**config.mk**
```make
export PLATFORM = sky130hd
export DESIGN_NAME = cost_grid_colormap_sampler
export DESIGN_NICKNAME = d
export VERILOG_FILES = /design/src/rtl/cgcs_pkg.sv /design/src/rtl/cost_grid_colormap_sampler.sv /design/src/rtl/cgcs_raster.sv /design/src/rtl/cgcs_divider.sv /design/src/rtl/cgcs_color.sv
export SDC_FILE = /design/constraint.sdc
export NUM_CORES = 2
export LEC_CHECK = 0
export ABC_AREA = 1
export ABC_CLOCK_PERIOD_IN_PS = 15900
export BUFFER_PORTS_ARGS = -buffer_cell sky130_fd_sc_hd__buf_2
export CAP_MARGIN = 20
export CORE_ASPECT_RATIO = 2
export CORE_MARGIN = 10
export CORE_UTILIZATION = 50
export CTS_CLUSTER_DIAMETER = 30
export DETAILED_ROUTE_END_ITERATION = 8
export GPL_TIMING_DRIVEN = 0
export MAX_ROUTING_LAYER = met4
export PLACE_DENSITY = 0.66
export SYNTH_ARGS = -nofsm -noshare
export SYNTH_HDL_FRONTEND = slang
export SYNTH_SLANG_ARGS = --single-unit
```
**constraint.sdc**
```tcl
create_clock -name aclk -period 15.9 [get_ports aclk]
set_clock_uncertainty 0.1 [all_clocks]
set_input_delay 1.59 -clock aclk [delete_from_list [all_inputs] [get_ports aclk]]
set_output_delay 1.59 -clock aclk [all_outputs]
set_load 0.01 [all_outputs]
```
**src/rtl/cgcs_pkg.sv**
```systemverilog
package cgcs_pkg;

    // Grid geometry
    localparam int MAX_DIM   = 4096;
    localparam int DIM_W     = $clog2(MAX_DIM);
    localparam int CFG_DIM_W = DIM_W + 1;
    localparam int STEP_W    = $clog2(DIM_W + 1);

    // Cost and color arithmetic
    localparam int COST_W     = 8;
    localparam int COLOR_BITS = 8;
    localparam int CH_MAX     = (1 << COLOR_BITS) - 1;
    localparam int SPAN_W     = COST_W;
    localparam int SPAN_MAX   = (1 << SPAN_W) - 1;
    localparam int W_W        = SPAN_W + 2;
    localparam int ANCHOR_W   = 7;
    localparam int ANCHOR_MAX = 95;
    localparam int V_W        = $clog2(ANCHOR_MAX * SPAN_MAX + 1);
    localparam longint NUM_MAX = longint'(2 * CH_MAX) * ANCHOR_MAX * SPAN_MAX
                                 + 100 * SPAN_MAX;
    localparam int NUM_W      = $clog2(NUM_MAX + 1);
    localparam int DEN_W      = $clog2(200 * SPAN_MAX + 1);
    localparam int Q_W        = COLOR_BITS;
    localparam int QCNT_W     = $clog2(Q_W);
    localparam int ALPHA_W    = 8;

    // Register file
    localparam int ADDR_W    = 5;
    localparam int REG_IDX_W = 3;
    localparam int DATA_W    = 32;
    localparam logic [REG_IDX_W-1:0] REG_GRID_WIDTH     = 3'd0;
    localparam logic [REG_IDX_W-1:0] REG_GRID_HEIGHT    = 3'd1;
    localparam logic [REG_IDX_W-1:0] REG_SAMPLE_STRIDE  = 3'd2;
    localparam logic [REG_IDX_W-1:0] REG_COST_LOW       = 3'd3;
    localparam logic [REG_IDX_W-1:0] REG_COST_HIGH      = 3'd4;
    localparam logic [REG_IDX_W-1:0] REG_UNKNOWN_EN     = 3'd5;
    localparam logic [REG_IDX_W-1:0] REG_PALETTE_PASTEL = 3'd6;
    localparam logic [REG_IDX_W-1:0] REG_OPACITY        = 3'd7;

    typedef struct packed {
        logic [CFG_DIM_W-1:0] width;
        logic [CFG_DIM_W-1:0] height;
        logic [CFG_DIM_W-1:0] stride;
    } geom_cfg_t;

    typedef struct packed {
        logic             done;
        logic             on_grid;
        logic [DIM_W-1:0] col;
        logic [DIM_W-1:0] row;
    } rast_status_t;

    typedef struct packed {
        logic [COST_W-1:0] cost;
        logic [COST_W-1:0] cost_low;
        logic [COST_W-1:0] cost_high;
        logic              unknown;
        logic              pastel;
    } color_req_t;

    typedef struct packed {
        logic                  done;
        logic [COLOR_BITS-1:0] red;
        logic [COLOR_BITS-1:0] green;
        logic [COLOR_BITS-1:0] blue;
    } color_res_t;

endpackage

```
**src/rtl/cost_grid_colormap_sampler.sv**
```systemverilog
// Cost grid color-map sampler: one cell word is taken, then the block is busy.
// The next cell is taken only once the current one is done, paced by the 12-step bit-serial
// stride remainder on the column and row counters; the three 8-step color dividers finish
// before it does. A result waits in the output register and stalls only the next cell's
// completion.
// Reset (aresetn low, synchronous) clears the raster counters, loads the register defaults.
module cost_grid_colormap_sampler (
    input  logic                            aclk,
    input  logic                            aresetn,
    // Cell input
    input  logic                            s_valid,
    output logic                            s_ready,
    input  logic [cgcs_pkg::COST_W-1:0]     s_cost,
    // Result output
    output logic                            m_valid,
    input  logic                            m_ready,
    output logic [cgcs_pkg::DIM_W-1:0]      m_cell_col,
    output logic [cgcs_pkg::DIM_W-1:0]      m_cell_row,
    output logic [cgcs_pkg::COLOR_BITS-1:0] m_red,
    output logic [cgcs_pkg::COLOR_BITS-1:0] m_green,
    output logic [cgcs_pkg::COLOR_BITS-1:0] m_blue,
    output logic [cgcs_pkg::ALPHA_W-1:0]    m_alpha,
    output logic                            m_is_unknown,
    // Register port
    input  logic                            psel,
    input  logic                            penable,
    input  logic                            pwrite,
    input  logic [cgcs_pkg::ADDR_W-1:0]     paddr,
    input  logic [cgcs_pkg::DATA_W-1:0]     pwdata,
    output logic [cgcs_pkg::DATA_W-1:0]     prdata,
    output logic                            pready
);
    import cgcs_pkg::*;

    localparam logic [1:0] ST_IDLE = 2'd0;
    localparam logic [1:0] ST_BUSY = 2'd1;
    localparam logic [1:0] ST_HOLD = 2'd2;

    logic [CFG_DIM_W-1:0]  grid_width_reg, grid_height_reg, sample_stride_reg;
    logic [COST_W-1:0]     cost_low_reg, cost_high_reg;
    logic                  unknown_en_reg, palette_pastel_reg;
    logic [ALPHA_W-1:0]    opacity_reg;
    logic [CFG_DIM_W-1:0]  dim_wr, stride_wr;
    logic [REG_IDX_W-1:0]  reg_idx;
    logic                  wr_en;

    logic [1:0]            state_reg, state_next;
    logic                  accept, unknown_reg, keep, units_done, out_free, load_out;
    geom_cfg_t             geom;
    rast_status_t          rast;
    color_req_t            creq;
    color_res_t            cres;

    logic                  m_valid_reg;
    logic [DIM_W-1:0]      col_out_reg, row_out_reg;
    logic [COLOR_BITS-1:0] red_reg, green_reg, blue_reg;
    logic [ALPHA_W-1:0]    alpha_reg;
    logic                  unknown_out_reg;

    // Register writes; dimensions clamp to 1..MAX_DIM, the stride to at least 1.
    assign pready  = 1'b1;
    assign reg_idx = paddr[ADDR_W-1:2];
    assign wr_en   = psel && penable && pwrite && pready;

    always_comb begin
        dim_wr    = pwdata[CFG_DIM_W-1:0];
        stride_wr = pwdata[CFG_DIM_W-1:0];
        if (dim_wr == '0) begin
            dim_wr = CFG_DIM_W'(1);
        end else if (dim_wr > CFG_DIM_W'(MAX_DIM)) begin
            dim_wr = CFG_DIM_W'(MAX_DIM);
        end
        if (stride_wr == '0) begin
            stride_wr = CFG_DIM_W'(1);
        end
    end

    always_ff @(posedge aclk) begin
        if (!aresetn) begin
            grid_width_reg     <= CFG_DIM_W'(1);
            grid_height_reg    <= CFG_DIM_W'(1);
            sample_stride_reg  <= CFG_DIM_W'(1);
            cost_low_reg       <= COST_W'(0);
            cost_high_reg      <= COST_W'(100);
            unknown_en_reg     <= 1'b0;
            palette_pastel_reg <= 1'b0;
            opacity_reg        <= ALPHA_W'(89);
        end else if (wr_en) begin
            case (reg_idx)
                REG_GRID_WIDTH:     grid_width_reg     <= dim_wr;
                REG_GRID_HEIGHT:    grid_height_reg    <= dim_wr;
                REG_SAMPLE_STRIDE:  sample_stride_reg  <= stride_wr;
                REG_COST_LOW:       cost_low_reg       <= pwdata[COST_W-1:0];
                REG_COST_HIGH:      cost_high_reg      <= pwdata[COST_W-1:0];
                REG_UNKNOWN_EN:     unknown_en_reg     <= pwdata[0];
                REG_PALETTE_PASTEL: palette_pastel_reg <= pwdata[0];
                REG_OPACITY:        opacity_reg        <= pwdata[ALPHA_W-1:0];
                default:            ;
            endcase
        end
    end

    // Register read-back.
    always_comb begin
        case (reg_idx)
            REG_GRID_WIDTH:     prdata = DATA_W'(grid_width_reg);
            REG_GRID_HEIGHT:    prdata = DATA_W'(grid_height_reg);
            REG_SAMPLE_STRIDE:  prdata = DATA_W'(sample_stride_reg);
            REG_COST_LOW:       prdata = DATA_W'(cost_low_reg);
            REG_COST_HIGH:      prdata = DATA_W'(cost_high_reg);
            REG_UNKNOWN_EN:     prdata = DATA_W'(unknown_en_reg);
            REG_PALETTE_PASTEL: prdata = DATA_W'(palette_pastel_reg);
            REG_OPACITY:        prdata = DATA_W'(opacity_reg);
            default:            prdata = '0;
        endcase
    end

    // Raster position and color run side by side on each accepted word.
    assign s_ready = (state_reg == ST_IDLE);
    assign accept  = s_valid && s_ready;

    assign geom.width  = grid_width_reg;
    assign geom.height = grid_height_reg;
    assign geom.stride = sample_stride_reg;

    assign creq.cost      = s_cost;
    assign creq.cost_low  = cost_low_reg;
    assign creq.cost_high = cost_high_reg;
    assign creq.unknown   = s_cost[COST_W-1];
    assign creq.pastel    = palette_pastel_reg;

    cgcs_raster u_raster (
        .aclk    (aclk),
        .aresetn (aresetn),
        .start   (accept),
        .geom    (geom),
        .status  (rast)
    );

    cgcs_color u_color (
        .aclk    (aclk),
        .aresetn (aresetn),
        .start   (accept),
        .req     (creq),
        .res     (cres)
    );

    always_ff @(posedge aclk) begin
        if (accept) begin
            unknown_reg <= s_cost[COST_W-1];
        end
    end

    // Sequencer: wait for both units, then drop the cell or hand it to the output register.
    assign units_done = rast.done && cres.done;
    assign keep       = rast.on_grid && (!unknown_reg || unknown_en_reg);
    assign out_free   = !m_valid_reg || m_ready;

    always_comb begin
        state_next = state_reg;
        load_out   = 1'b0;
        case (state_reg)
            ST_IDLE: begin
                if (accept) begin
                    state_next = ST_BUSY;
                end
            end
            ST_BUSY: begin
                if (units_done) begin
                    if (!keep) begin
                        state_next = ST_IDLE;
                    end else if (out_free) begin
                        load_out   = 1'b1;
                        state_next = ST_IDLE;
                    end else begin
                        state_next = ST_HOLD;
                    end
                end
            end
            ST_HOLD: begin
                if (out_free) begin
                    load_out   = 1'b1;
                    state_next = ST_IDLE;
                end
            end
            default: state_next = ST_IDLE;
        endcase
    end

    always_ff @(posedge aclk) begin
        if (!aresetn) begin
            state_reg   <= ST_IDLE;
            m_valid_reg <= 1'b0;
        end else begin
            state_reg <= state_next;
            if (load_out) begin
                m_valid_reg <= 1'b1;
            end else if (m_ready) begin
                m_valid_reg <= 1'b0;
            end
        end
    end

    // Output word register.
    always_ff @(posedge aclk) begin
        if (load_out) begin
            col_out_reg     <= rast.col;
            row_out_reg     <= rast.row;
            red_reg         <= cres.red;
            green_reg       <= cres.green;
            blue_reg        <= cres.blue;
            alpha_reg       <= opacity_reg;
            unknown_out_reg <= unknown_reg;
        end
    end

    assign m_valid      = m_valid_reg;
    assign m_cell_col   = col_out_reg;
    assign m_cell_row   = row_out_reg;
    assign m_red        = red_reg;
    assign m_green      = green_reg;
    assign m_blue       = blue_reg;
    assign m_alpha      = alpha_reg;
    assign m_is_unknown = unknown_out_reg;

endmodule

```
**src/rtl/cgcs_raster.sv**
```systemverilog
module cgcs_raster (
    input  logic                   aclk,
    input  logic                   aresetn,
    input  logic                   start,
    input  cgcs_pkg::geom_cfg_t    geom,
    output cgcs_pkg::rast_status_t status
);
    import cgcs_pkg::*;

    logic [DIM_W-1:0]     column_count_reg, column_count_next;
    logic [DIM_W-1:0]     row_count_reg, row_count_next;
    logic [CFG_DIM_W-1:0] col_inc, row_inc;
    logic [DIM_W-1:0]     col_cap_reg, row_cap_reg;
    logic [DIM_W-1:0]     col_sh_reg, row_sh_reg;
    logic [DIM_W-1:0]     col_rem_reg, row_rem_reg;
    logic [CFG_DIM_W-1:0] col_trial, row_trial;
    logic [STEP_W-1:0]    step_reg;
    logic                 active_reg, done_reg;

    // Raster advance: the column wraps at the width, the row at the height.
    always_comb begin
        col_inc = {1'b0, column_count_reg} + CFG_DIM_W'(1);
        row_inc = {1'b0, row_count_reg} + CFG_DIM_W'(1);
        column_count_next = col_inc[DIM_W-1:0];
        row_count_next    = row_count_reg;
        if (col_inc >= geom.width) begin
            column_count_next = '0;
            if (row_inc >= geom.height) begin
                row_count_next = '0;
            end else begin
                row_count_next = row_inc[DIM_W-1:0];
            end
        end
    end

    // One remainder step per cycle: shift in the next counter bit, subtract the stride if it fits.
    assign col_trial = {col_rem_reg, col_sh_reg[DIM_W-1]};
    assign row_trial = {row_rem_reg, row_sh_reg[DIM_W-1]};

    always_ff @(posedge aclk) begin
        if (!aresetn) begin
            column_count_reg <= '0;
            row_count_reg    <= '0;
            active_reg       <= 1'b0;
            done_reg         <= 1'b0;
            step_reg         <= '0;
        end else if (start) begin
            column_count_reg <= column_count_next;
            row_count_reg    <= row_count_next;
            col_cap_reg      <= column_count_reg;
            row_cap_reg      <= row_count_reg;
            col_sh_reg       <= column_count_reg;
            row_sh_reg       <= row_count_reg;
            col_rem_reg      <= '0;
            row_rem_reg      <= '0;
            step_reg         <= '0;
            active_reg       <= 1'b1;
            done_reg         <= 1'b0;
        end else if (active_reg) begin
            col_sh_reg <= col_sh_reg << 1;
            row_sh_reg <= row_sh_reg << 1;
            if (col_trial >= geom.stride) begin
                col_rem_reg <= DIM_W'(col_trial - geom.stride);
            end else begin
                col_rem_reg <= col_trial[DIM_W-1:0];
            end
            if (row_trial >= geom.stride) begin
                row_rem_reg <= DIM_W'(row_trial - geom.stride);
            end else begin
                row_rem_reg <= row_trial[DIM_W-1:0];
            end
            step_reg <= step_reg + STEP_W'(1);
            if (step_reg == STEP_W'(DIM_W - 1)) begin
                active_reg <= 1'b0;
                done_reg   <= 1'b1;
            end
        end
    end

    assign status.done    = done_reg;
    assign status.on_grid = (col_rem_reg == '0) && (row_rem_reg == '0);
    assign status.col     = col_cap_reg;
    assign status.row     = row_cap_reg;

endmodule

```
**src/rtl/cgcs_divider.sv**
```systemverilog
module cgcs_divider (
    input  logic                       aclk,
    input  logic                       aresetn,
    input  logic                       start,
    input  logic [cgcs_pkg::NUM_W-1:0] num,
    input  logic [cgcs_pkg::DEN_W-1:0] den,
    output logic [cgcs_pkg::Q_W-1:0]   quot,
    output logic                       done
);
    import cgcs_pkg::*;

    logic [NUM_W-1:0]  rem_reg, dsh_reg;
    logic [Q_W-1:0]    quot_reg;
    logic [QCNT_W-1:0] cnt_reg;
    logic              active_reg, done_reg;
    logic              fits;

    // Restoring division, one quotient bit per cycle, most significant first.
    assign fits = (rem_reg >= dsh_reg);

    always_ff @(posedge aclk) begin
        if (!aresetn) begin
            active_reg <= 1'b0;
            done_reg   <= 1'b0;
            cnt_reg    <= '0;
        end else if (start) begin
            rem_reg    <= num;
            dsh_reg    <= NUM_W'(den) << (Q_W - 1);
            quot_reg   <= '0;
            cnt_reg    <= '0;
            active_reg <= 1'b1;
            done_reg   <= 1'b0;
        end else if (active_reg) begin
            if (fits) begin
                rem_reg <= rem_reg - dsh_reg;
            end
            dsh_reg  <= dsh_reg >> 1;
            quot_reg <= {quot_reg[Q_W-2:0], fits};
            cnt_reg  <= cnt_reg + QCNT_W'(1);
            if (cnt_reg == QCNT_W'(Q_W - 1)) begin
                active_reg <= 1'b0;
                done_reg   <= 1'b1;
            end
        end
    end

    assign quot = quot_reg;
    assign done = done_reg;

endmodule

```
**src/rtl/cgcs_color.sv**
```systemverilog
module cgcs_color (
    input  logic                 aclk,
    input  logic                 aresetn,
    input  logic                 start,
    input  cgcs_pkg::color_req_t req,
    output cgcs_pkg::color_res_t res
);
    import cgcs_pkg::*;

    // Palette anchors in hundredths, red, green, blue.
    localparam logic [ANCHOR_W-1:0] P_LO  [3] = '{7'd72, 7'd86, 7'd95};
    localparam logic [ANCHOR_W-1:0] P_HI  [3] = '{7'd95, 7'd80, 7'd86};
    localparam logic [ANCHOR_W-1:0] S_LO  [3] = '{7'd20, 7'd70, 7'd95};
    localparam logic [ANCHOR_W-1:0] S_MID [3] = '{7'd20, 7'd85, 7'd35};
    localparam logic [ANCHOR_W-1:0] S_HI  [3] = '{7'd92, 7'd16, 7'd14};
    localparam logic [ANCHOR_W-1:0] G_S   [3] = '{7'd20, 7'd20, 7'd20};
    localparam logic [ANCHOR_W-1:0] G_P   [3] = '{7'd85, 7'd85, 7'd88};
    localparam int PROD_W = ANCHOR_W + W_W;

    logic signed [COST_W:0] span_diff, cost_diff;
    logic [SPAN_W-1:0]      span_c, n_c;
    logic [W_W-1:0]         span_w, n_w, two_n, w0_c, w1_c;
    logic [ANCHOR_W-1:0]    a_c [3];
    logic [ANCHOR_W-1:0]    b_c [3];

    logic [SPAN_W-1:0]      span_reg;
    logic [W_W-1:0]         w0_reg, w1_reg;
    logic [ANCHOR_W-1:0]    a_reg [3];
    logic [ANCHOR_W-1:0]    b_reg [3];
    logic [V_W-1:0]         v_reg [3];
    logic [PROD_W:0]        v_sum [3];
    logic [NUM_W-1:0]       num [3];
    logic [DEN_W-1:0]       den;
    logic [Q_W-1:0]         quot [3];
    logic [2:0]             div_done;
    logic                   s1_reg, s2_reg;

    // Span, clamped offset and the two interpolation weights of the chosen segment.
    always_comb begin
        span_diff = $signed({req.cost_high[COST_W-1], req.cost_high})
                  - $signed({req.cost_low[COST_W-1], req.cost_low});
        cost_diff = $signed({req.cost[COST_W-1], req.cost})
                  - $signed({req.cost_low[COST_W-1], req.cost_low});
        span_c = (span_diff < $signed((COST_W+1)'(1))) ? SPAN_W'(1) : span_diff[SPAN_W-1:0];
        if (cost_diff[COST_W]) begin
            n_c = '0;
        end else if (cost_diff[SPAN_W-1:0] > span_c) begin
            n_c = span_c;
        end else begin
            n_c = cost_diff[SPAN_W-1:0];
        end
        span_w = W_W'(span_c);
        n_w    = W_W'(n_c);
        two_n  = n_w << 1;
        for (int c = 0; c < 3; c++) begin
            a_c[c] = S_MID[c];
            b_c[c] = S_HI[c];
        end
        if (req.unknown) begin
            // Grey is the low anchor at full weight.
            span_c = SPAN_W'(1);
            w0_c   = W_W'(1);
            w1_c   = '0;
            for (int c = 0; c < 3; c++) begin
                a_c[c] = req.pastel ? G_P[c] : G_S[c];
                b_c[c] = a_c[c];
            end
        end else if (req.pastel) begin
            w0_c = span_w - n_w;
            w1_c = n_w;
            for (int c = 0; c < 3; c++) begin
                a_c[c] = P_LO[c];
                b_c[c] = P_HI[c];
            end
        end else if (two_n < span_w) begin
            w0_c = span_w - two_n;
            w1_c = two_n;
            for (int c = 0; c < 3; c++) begin
                a_c[c] = S_LO[c];
                b_c[c] = S_MID[c];
            end
        end else begin
            w0_c = (span_w << 1) - two_n;
            w1_c = two_n - span_w;
        end
    end

    // Weighted anchor sum per channel, in hundredths times the span.
    always_comb begin
        for (int c = 0; c < 3; c++) begin
            v_sum[c] = (PROD_W+1)'(PROD_W'(a_reg[c]) * PROD_W'(w0_reg))
                     + (PROD_W+1)'(PROD_W'(b_reg[c]) * PROD_W'(w1_reg));
        end
    end

    // Rounded scaling: (2*CH_MAX*v + 100*span) / (200*span).
    always_comb begin
        for (int c = 0; c < 3; c++) begin
            num[c] = NUM_W'(v_reg[c]) * NUM_W'(2 * CH_MAX) + NUM_W'(span_reg) * NUM_W'(100);
        end
        den = DEN_W'(span_reg) * DEN_W'(200);
    end

    always_ff @(posedge aclk) begin
        if (!aresetn) begin
            s1_reg <= 1'b0;
            s2_reg <= 1'b0;
        end else begin
            s1_reg <= start;
            s2_reg <= s1_reg;
        end
    end

    always_ff @(posedge aclk) begin
        if (start) begin
            span_reg <= span_c;
            w0_reg   <= w0_c;
            w1_reg   <= w1_c;
            for (int c = 0; c < 3; c++) begin
                a_reg[c] <= a_c[c];
                b_reg[c] <= b_c[c];
            end
        end
        if (s1_reg) begin
            for (int c = 0; c < 3; c++) begin
                v_reg[c] <= v_sum[c][V_W-1:0];
            end
        end
    end

    // One serial divider per channel, all started together.
    for (genvar c = 0; c < 3; c++) begin : g_div
        cgcs_divider u_div (
            .aclk    (aclk),
            .aresetn (aresetn),
            .start   (s2_reg),
            .num     (num[c]),
            .den     (den),
            .quot    (quot[c]),
            .done    (div_done[c])
        );
    end

    assign res.done  = (&div_done) && !s1_reg && !s2_reg;
    assign res.red   = quot[0];
    assign res.green = quot[1];
    assign res.blue  = quot[2];

endmodule

```
; Yosys cells after proc, flatten, opt, wreduce, memory -nomap -nowiden
; Memory sizes are Yosys's and may differ from the RTL's.
; Index checks and enable logic that the tools add are counted.
[totals]
out_inout_bits = 92
n_memories = 3
mem_bits_rw = 87
ff_bits = 438
in_bits = 52
word_cells = 251
[classes]
reduce_logical = 54
bitwise_logic = 1
muxes = 75
mul = 11
add_sub_neg = 23
n_eq_ne = 16
n_lt_le_gt_ge = 11
[memory_table]
columns = memory, depth, width, rd, rd_ports_with_merged_regs, write_ports, line
row1 = u_color.v_reg, 3, 15, 3, 0, 3, cgcs_color.sv:30  ; logic [V_W-1:0] v_reg [3];
row2 = u_color.a_reg, 3, 7, 3, 0, 3, cgcs_color.sv:28  ; logic [ANCHOR_W-1:0] a_reg [3];
row3 = u_color.b_reg, 3, 7, 3, 0, 3, cgcs_color.sv:29  ; logic [ANCHOR_W-1:0] b_reg [3];
[op_table]
columns = cell, n
row1 = 32-bit one-hot mux with 8 select lines, 1
row2 = 24-bit 2-to-1 mux, 9
row3 = 23-bit 2-to-1 mux, 6
row4 = 12-bit 2-to-1 mux, 11
row5 = 21-bit 2-to-1 mux, 5
row6 = 7-bit by 10-bit multiplier with 15-bit output, 6
row7 = 24-bit by 15-bit adder with 24-bit output, 3
row8 = 24-bit by 23-bit greater-or-equal comparator with 1-bit output, 3
row9 = 24-bit by 23-bit subtractor with 24-bit output, 3
row10 = 15-bit by 8-bit multiplier with 23-bit output (second input constant), 3
row11 = 8-bit 2-to-1 mux, 7
row12 = 13-bit greater-or-equal comparator, 4
row13 = 15-bit adder, 3
row14 = 13-bit 2-to-1 mux, 3
row15 = 2-bit AND reduction, 18
row16 = 8-bit by 8-bit subtractor with 9-bit output, 3
row17 = 12-bit by 1-bit adder with 13-bit output (second input constant), 2
row18 = 8-bit by 5-bit multiplier with 13-bit output (second input constant), 2
row19 = 12-bit logical NOT, 2
row20 = 12-bit subtractor, 2
row21 = 3-bit == test (second input constant), 7
row22 = 1-bit 2-to-1 mux, 21
row23 = 10-bit 2-to-1 mux, 2
row24 = 2-bit nonzero test, 8
row25 = other kinds (31), 57

; Logic depth before layout (Yosys ltp)
[depth]
word_depth = 10
ltp_mapped = 41
depth_no_buf = 39

; By module
; From an unflattened synthesis, not the netlist that was laid out.
[hier_totals]
hier_cells = 6390
hier_area_um2 = 51495.6
[by_module_without_submodules]
columns = module, cells_each, n_inst, seq_area_each_um2, area_per_inst_um2
row1 = cgcs_color, 3122, 1, 2832.7, 26785.7
row2 = cgcs_divider, 610, 3, 1751.7, 4300.4
row3 = cgcs_raster, 913, 1, 2762.6, 6785.3
row4 = cost_grid_colormap_sampler, 525, 1, 3103.0, 5023.6

; Least setup slack after synthesis
; No wires, ideal clock.
[synth_path]
kind = input port to flip-flop
from = input s_cost[2] (netlist bit)
to = register u_color.w0_reg[5] (data pin)
required_ns = 15.541
setup_ns = 0.259
n_path_buf = 2
setup_slack_ns = 9.808
path_stages = 30
arrival_ns = 5.733
path_cell_list = ha_1 nand3_1 nand2_1 a21oi_1 o21bai_1 a21oi_1 o21bai_1 xor2_1 inv_1 ha_1 nand2_1 nor2_1 and3_1 nand4_1 nand2_2 nor2_1 nor3_1 inv_1 ha_1 clkbuf_1 a21oi_1 inv_1 a21oi_1 o211ai_1 inv_2 nand2_4 buf_12 inv_6 o211ai_1 nand2_1
[synth_between]
elab_chain_cells = 7
[synth_lines]
columns = element, line
row1 = from (decl), cost_grid_colormap_sampler.sv:13  ; input logic [cgcs_pkg::COST_W-1:0] s_cost,
row2 = 8-bit by 8-bit subtractor with 9-bit output (*), cgcs_color.sv:43  ; - $signed({req.cost_low[COST_W-1], req.cost_low});
row3 = 8-bit greater-than comparator, cgcs_color.sv:47  ; end else if (cost_diff[SPAN_W-1:0] > span_c) begin
row4 = 8-bit 2-to-1 mux, cgcs_color.sv:47
row5 = 8-bit 2-to-1 mux (*), cgcs_color.sv:45  ; if (cost_diff[COST_W]) begin
row6 = "9-bit by 9-bit subtractor with 10-bit output, or another cell as far along", cgcs_color.sv:83  ; w0_c = (span_w << 1) - two_n;
row7 = 10-bit 2-to-1 mux, cgcs_color.sv:75  ; end else if (two_n < span_w) begin
row8 = 10-bit 2-to-1 mux (*), cgcs_color.sv:68  ; end else if (req.pastel) begin
row9 = to (signal assigned), cgcs_color.sv:117  ; w0_reg <= w0_c;
row10 = to (decl), cgcs_color.sv:27  ; logic [W_W-1:0] w0_reg, w1_reg;
; Mark *: on every way between the ends. The rest lies on a longest branch, timed or not.
; A chain may end at the register's enable or synchronous reset.

==> flow_metrics.env <==
export IMPL_status="finished, final reports clean"
export IMPL_layout_area_overhead_vs_synth_pct=11.2
export IMPL_synth_mux_area_fraction=0
export IMPL_whs_path_depth=0
export IMPL_synth_cell_types=61
export IMPL_die_h_um=455
export IMPL_worst_setup_path_start_kind="register"
export IMPL_number_of_max_capacitance_violations_reported=0
export IMPL_drtPass1Iterations=5
export IMPL_layoutNonFillerInstCount=6856
export IMPL_synth_xor_area_share=0.0418
export IMPL_synth_top_cells_by_count="1209 x sky130_fd_sc_hd__inv_1, 858 x sky130_fd_sc_hd__nand2_1, 552 x sky130_fd_sc_hd__ha_1"
export IMPL_postCtsResizedCells=0
export IMPL_htreeDepth=3
export IMPL_sinks_on_clock_net=503
export IMPL_buffer_ports_inserted=102
export IMPL_dpl_cell_count=6697
export IMPL_synth_area_leader="sky130_fd_sc_hd__edfxtp_1"
export IMPL_place_detailed_hpwl_mm=117
export IMPL_worst_endpoint_arrival_ns=7.32
export IMPL_grt_first_pass_wirelength_mm=216
export IMPL_worst_r2r_endpoint="u_color.v_reg[0][43]"
export IMPL_timing_final_setup_violations=0
export IMPL_setup_tns_ns=0
export IMPL_antenna_found_initial=0
export IMPL_endpoint_kind="register"
export IMPL_final_min_period_over_clock_period=0.440
export IMPL_wire_per_inst_um=20.6
export IMPL_relSlewSlack=0.170
export IMPL_io_pins=144
export IMPL_required_ns=16.23
export IMPL_clk_pin_slew_worst_paths_ns=0.06
export IMPL_worst_skew_late_latency_ns=0.70
export IMPL_floorplan_die_width_um=238
export IMPL_max_clock_path_buffers=3
export IMPL_netlist_top_cells_area="sky130_fd_sc_hd__edfxtp_1 25%, sky130_fd_sc_hd__fa_1 18%, sky130_fd_sc_hd__ha_1 15%"
export IMPL_cts_setup_buffers=0
export IMPL_drt_drc_violations_left=0
export IMPL_tritoncts="done"
export IMPL_path_max_fanout=10
export IMPL_syn_instance_count=5355
export IMPL_inserted_clock_buffers=85
export IMPL_grt_pass1_vias=38882
export IMPL_synthAdderAreaFrac=0.329
export IMPL_globalRouteOverflowTotal=0
export IMPL_criticalPathCategory="register to register"
export IMPL_design_die_area_mm2=0.108
export IMPL_yosys_cell_count_top_type="sky130_fd_sc_hd__inv_1"
export IMPL_nets=6614
export IMPL_synth_compound_area_frac=0.106
export IMPL_syn_area_per_cell_um2=8.84
export IMPL_wl_mm=141
export IMPL_hold_viol_final=0
export IMPL_fraction_of_the_mapped_netlist_area_in_simple_logic_gates=0.119
export IMPL_synthesis_yosys_warnings=0
export IMPL_grt_max_degree=43
export IMPL_placed_cell_area_mm2=0.0497
export IMPL_via_per_inst=5.32
export IMPL_worst_r2r_setup_slack_ns=8.91
export IMPL_rsz0062_at_grt="false"
export IMPL_max_slew_worst_pin_slew_ns=1.24
export IMPL_finish_instance_area_mm2=0.0526
export IMPL_final_period_minus_worst_setup_slack_ns=6.99
export IMPL_drtIter0Drc=1851
export IMPL_ys_seq_area_frac=0.295
export IMPL_r2r_worst_path_cells=24
export IMPL_min_delay_start="u_color.g_div[0].u_div.quot[7]"
export IMPL_number_of_flip_flops_under_the_largest_register_name=72
export IMPL_synth_top_area_share=0.246
export IMPL_timing_max_transition_violations_final=0
export IMPL_cell_at_the_root_of_the_clock_tree="sky130_fd_sc_hd__clkbuf_16"
export IMPL_vias=36504
export IMPL_worstReg2RegStart="u_color.w0_reg[1]"
export IMPL_row_count=159
export IMPL_hold_slack_final_ns=0.318
export IMPL_synthArstFlopShare=0
export IMPL_min_delay_worst_endpoint="m_red[7]"
export IMPL_holdCritPathClass="register to register"
export IMPL_place_gp_congestion=1.00
export IMPL_ctsHoldBuffers=0
export IMPL_final_layout_size_suffix_gt1_frac=0.0586
export IMPL_synthesis_area_mm2=0.0473
export IMPL_global_route_usage_total=0.274
export IMPL_yosys_most_used_dff="sky130_fd_sc_hd__edfxtp_1"
export IMPL_core_mm2=0.0939
export IMPL_initial_core_util=0.504
export IMPL_synth_top_family_by_area="adder cells"
export IMPL_drtAntennaViolNets=0
export IMPL_synth_enable_flop_cells=388
export IMPL_fmaxAchievable_ghz=0.143
export IMPL_synth_seq_cells=503
==> kinds of logic after synthesis <==
group                    after synthesis
other                                  2
XOR/XNOR                             226
AND/OR/NAND/NOR                     1378
flip-flops                           503
buffers and inverters               1353
adder cells (fa/ha/maj)              985
AO/OA/AOI/OAI                        908
==> stage by stage <==
step | setup WS [ns] | utilization
after detailed placement | 8.30 | 0.530
after global placement | 7.93 | 0.526
after CTS | 8.96 | 0.560
after floorplan | 9.81 | -
after global routing | 8.44 | 0.560
final | 8.91 | 0.560
==> layer usage <==
layer | GRT usage | vias to the layer above | share of wire
li1 | - | 17596 | -
met1 | 0.220 | 17317 | 0.30
met2 | 0.511 | 1000 | 0.54
met3 | 0.0375 | 591 | 0.037
met4 | 0.277 | 0 | 0.12
met5 | - | - | 0
==> cell type report <==
class	count	area, um2
repair buffers	117	758
inverters	1221	4590
diodes	2	5.00
plain buffers	132	591
fillers	8557	41300
flip-flops and latches	503	14000
clock inverters	60	626
multi-input cells	3517	28300
clock buffers	97	2250
well taps	1207	1510
==> critical path, stage by stage, from the launching register on <==
cell	delay, ns
sky130_fd_sc_hd__edfxtp_1	0.60
sky130_fd_sc_hd__clkbuf_1	0.69
sky130_fd_sc_hd__nand2_1	0.11
sky130_fd_sc_hd__inv_1	0.15
sky130_fd_sc_hd__fa_1	0.42
sky130_fd_sc_hd__inv_1	0.09
sky130_fd_sc_hd__fa_1	0.41
sky130_fd_sc_hd__inv_1	0.08
sky130_fd_sc_hd__fa_1	0.45
sky130_fd_sc_hd__fa_1	0.52
sky130_fd_sc_hd__fa_1	0.49
sky130_fd_sc_hd__inv_1	0.05
sky130_fd_sc_hd__fa_1	0.49
sky130_fd_sc_hd__inv_1	0.04
sky130_fd_sc_hd__ha_1	0.35
sky130_fd_sc_hd__nand3_1	0.08
sky130_fd_sc_hd__and2_1	0.20
sky130_fd_sc_hd__o21ai_0	0.36
sky130_fd_sc_hd__a21o_1	0.22
sky130_fd_sc_hd__a21oi_1	0.12
sky130_fd_sc_hd__o21ai_0	0.28
sky130_fd_sc_hd__a21oi_1	0.11
sky130_fd_sc_hd__nor2_1	0.10
sky130_fd_sc_hd__nor2_1	0.05
sky130_fd_sc_hd__xor2_1	0.14
==> layout by cell type, fill, tap and decap left out, types with 11 or more instances in the layout <==
cell	n
sky130_fd_sc_hd__nor4_1	20
sky130_fd_sc_hd__buf_4	22
sky130_fd_sc_hd__o211ai_1	11
sky130_fd_sc_hd__clkbuf_1	111
sky130_fd_sc_hd__o221ai_1	14
sky130_fd_sc_hd__nor3_1	28
sky130_fd_sc_hd__fa_1	433
sky130_fd_sc_hd__inv_1	1209
sky130_fd_sc_hd__conb_1	20
sky130_fd_sc_hd__dfxtp_1	114
sky130_fd_sc_hd__a21o_1	12
sky130_fd_sc_hd__clkinv_1	12
sky130_fd_sc_hd__a211oi_1	22
sky130_fd_sc_hd__nand3_1	116
sky130_fd_sc_hd__o22ai_1	13
sky130_fd_sc_hd__inv_6	18
sky130_fd_sc_hd__edfxtp_1	388
sky130_fd_sc_hd__ha_1	552
sky130_fd_sc_hd__clkbuf_16	87
sky130_fd_sc_hd__nand4_1	26
sky130_fd_sc_hd__a31oi_1	19
sky130_fd_sc_hd__a21oi_1	380
sky130_fd_sc_hd__o21bai_1	21
sky130_fd_sc_hd__nand2_1	857
sky130_fd_sc_hd__buf_2	106
sky130_fd_sc_hd__xor2_1	150
sky130_fd_sc_hd__xnor2_1	76
sky130_fd_sc_hd__nor2_1	285
sky130_fd_sc_hd__o21ai_0	341
==> how the worst max path moves through the flow <==
stage	slack [ns]	end	start	depth (start not counted)
after CTS	8.96	u_color.v_reg[0][43]	u_color.w0_reg[1]	24
final	8.91	u_color.v_reg[0][43]	u_color.w0_reg[1]	24
after global routing	8.44	u_color.w0_reg[9]	s_cost[2]	31
after floorplan	9.81	u_color.w0_reg[5]	s_cost[2]	30
after global placement	7.93	u_color.g_div[0].u_div.rem_reg[5]	aresetn	6
after detailed placement	8.30	u_color.w0_reg[9]	s_cost[2]	31
Power is left out: the tool's default activity adds up to more than one toggle a clock period on the data nets, which glitch-free logic cannot reach.
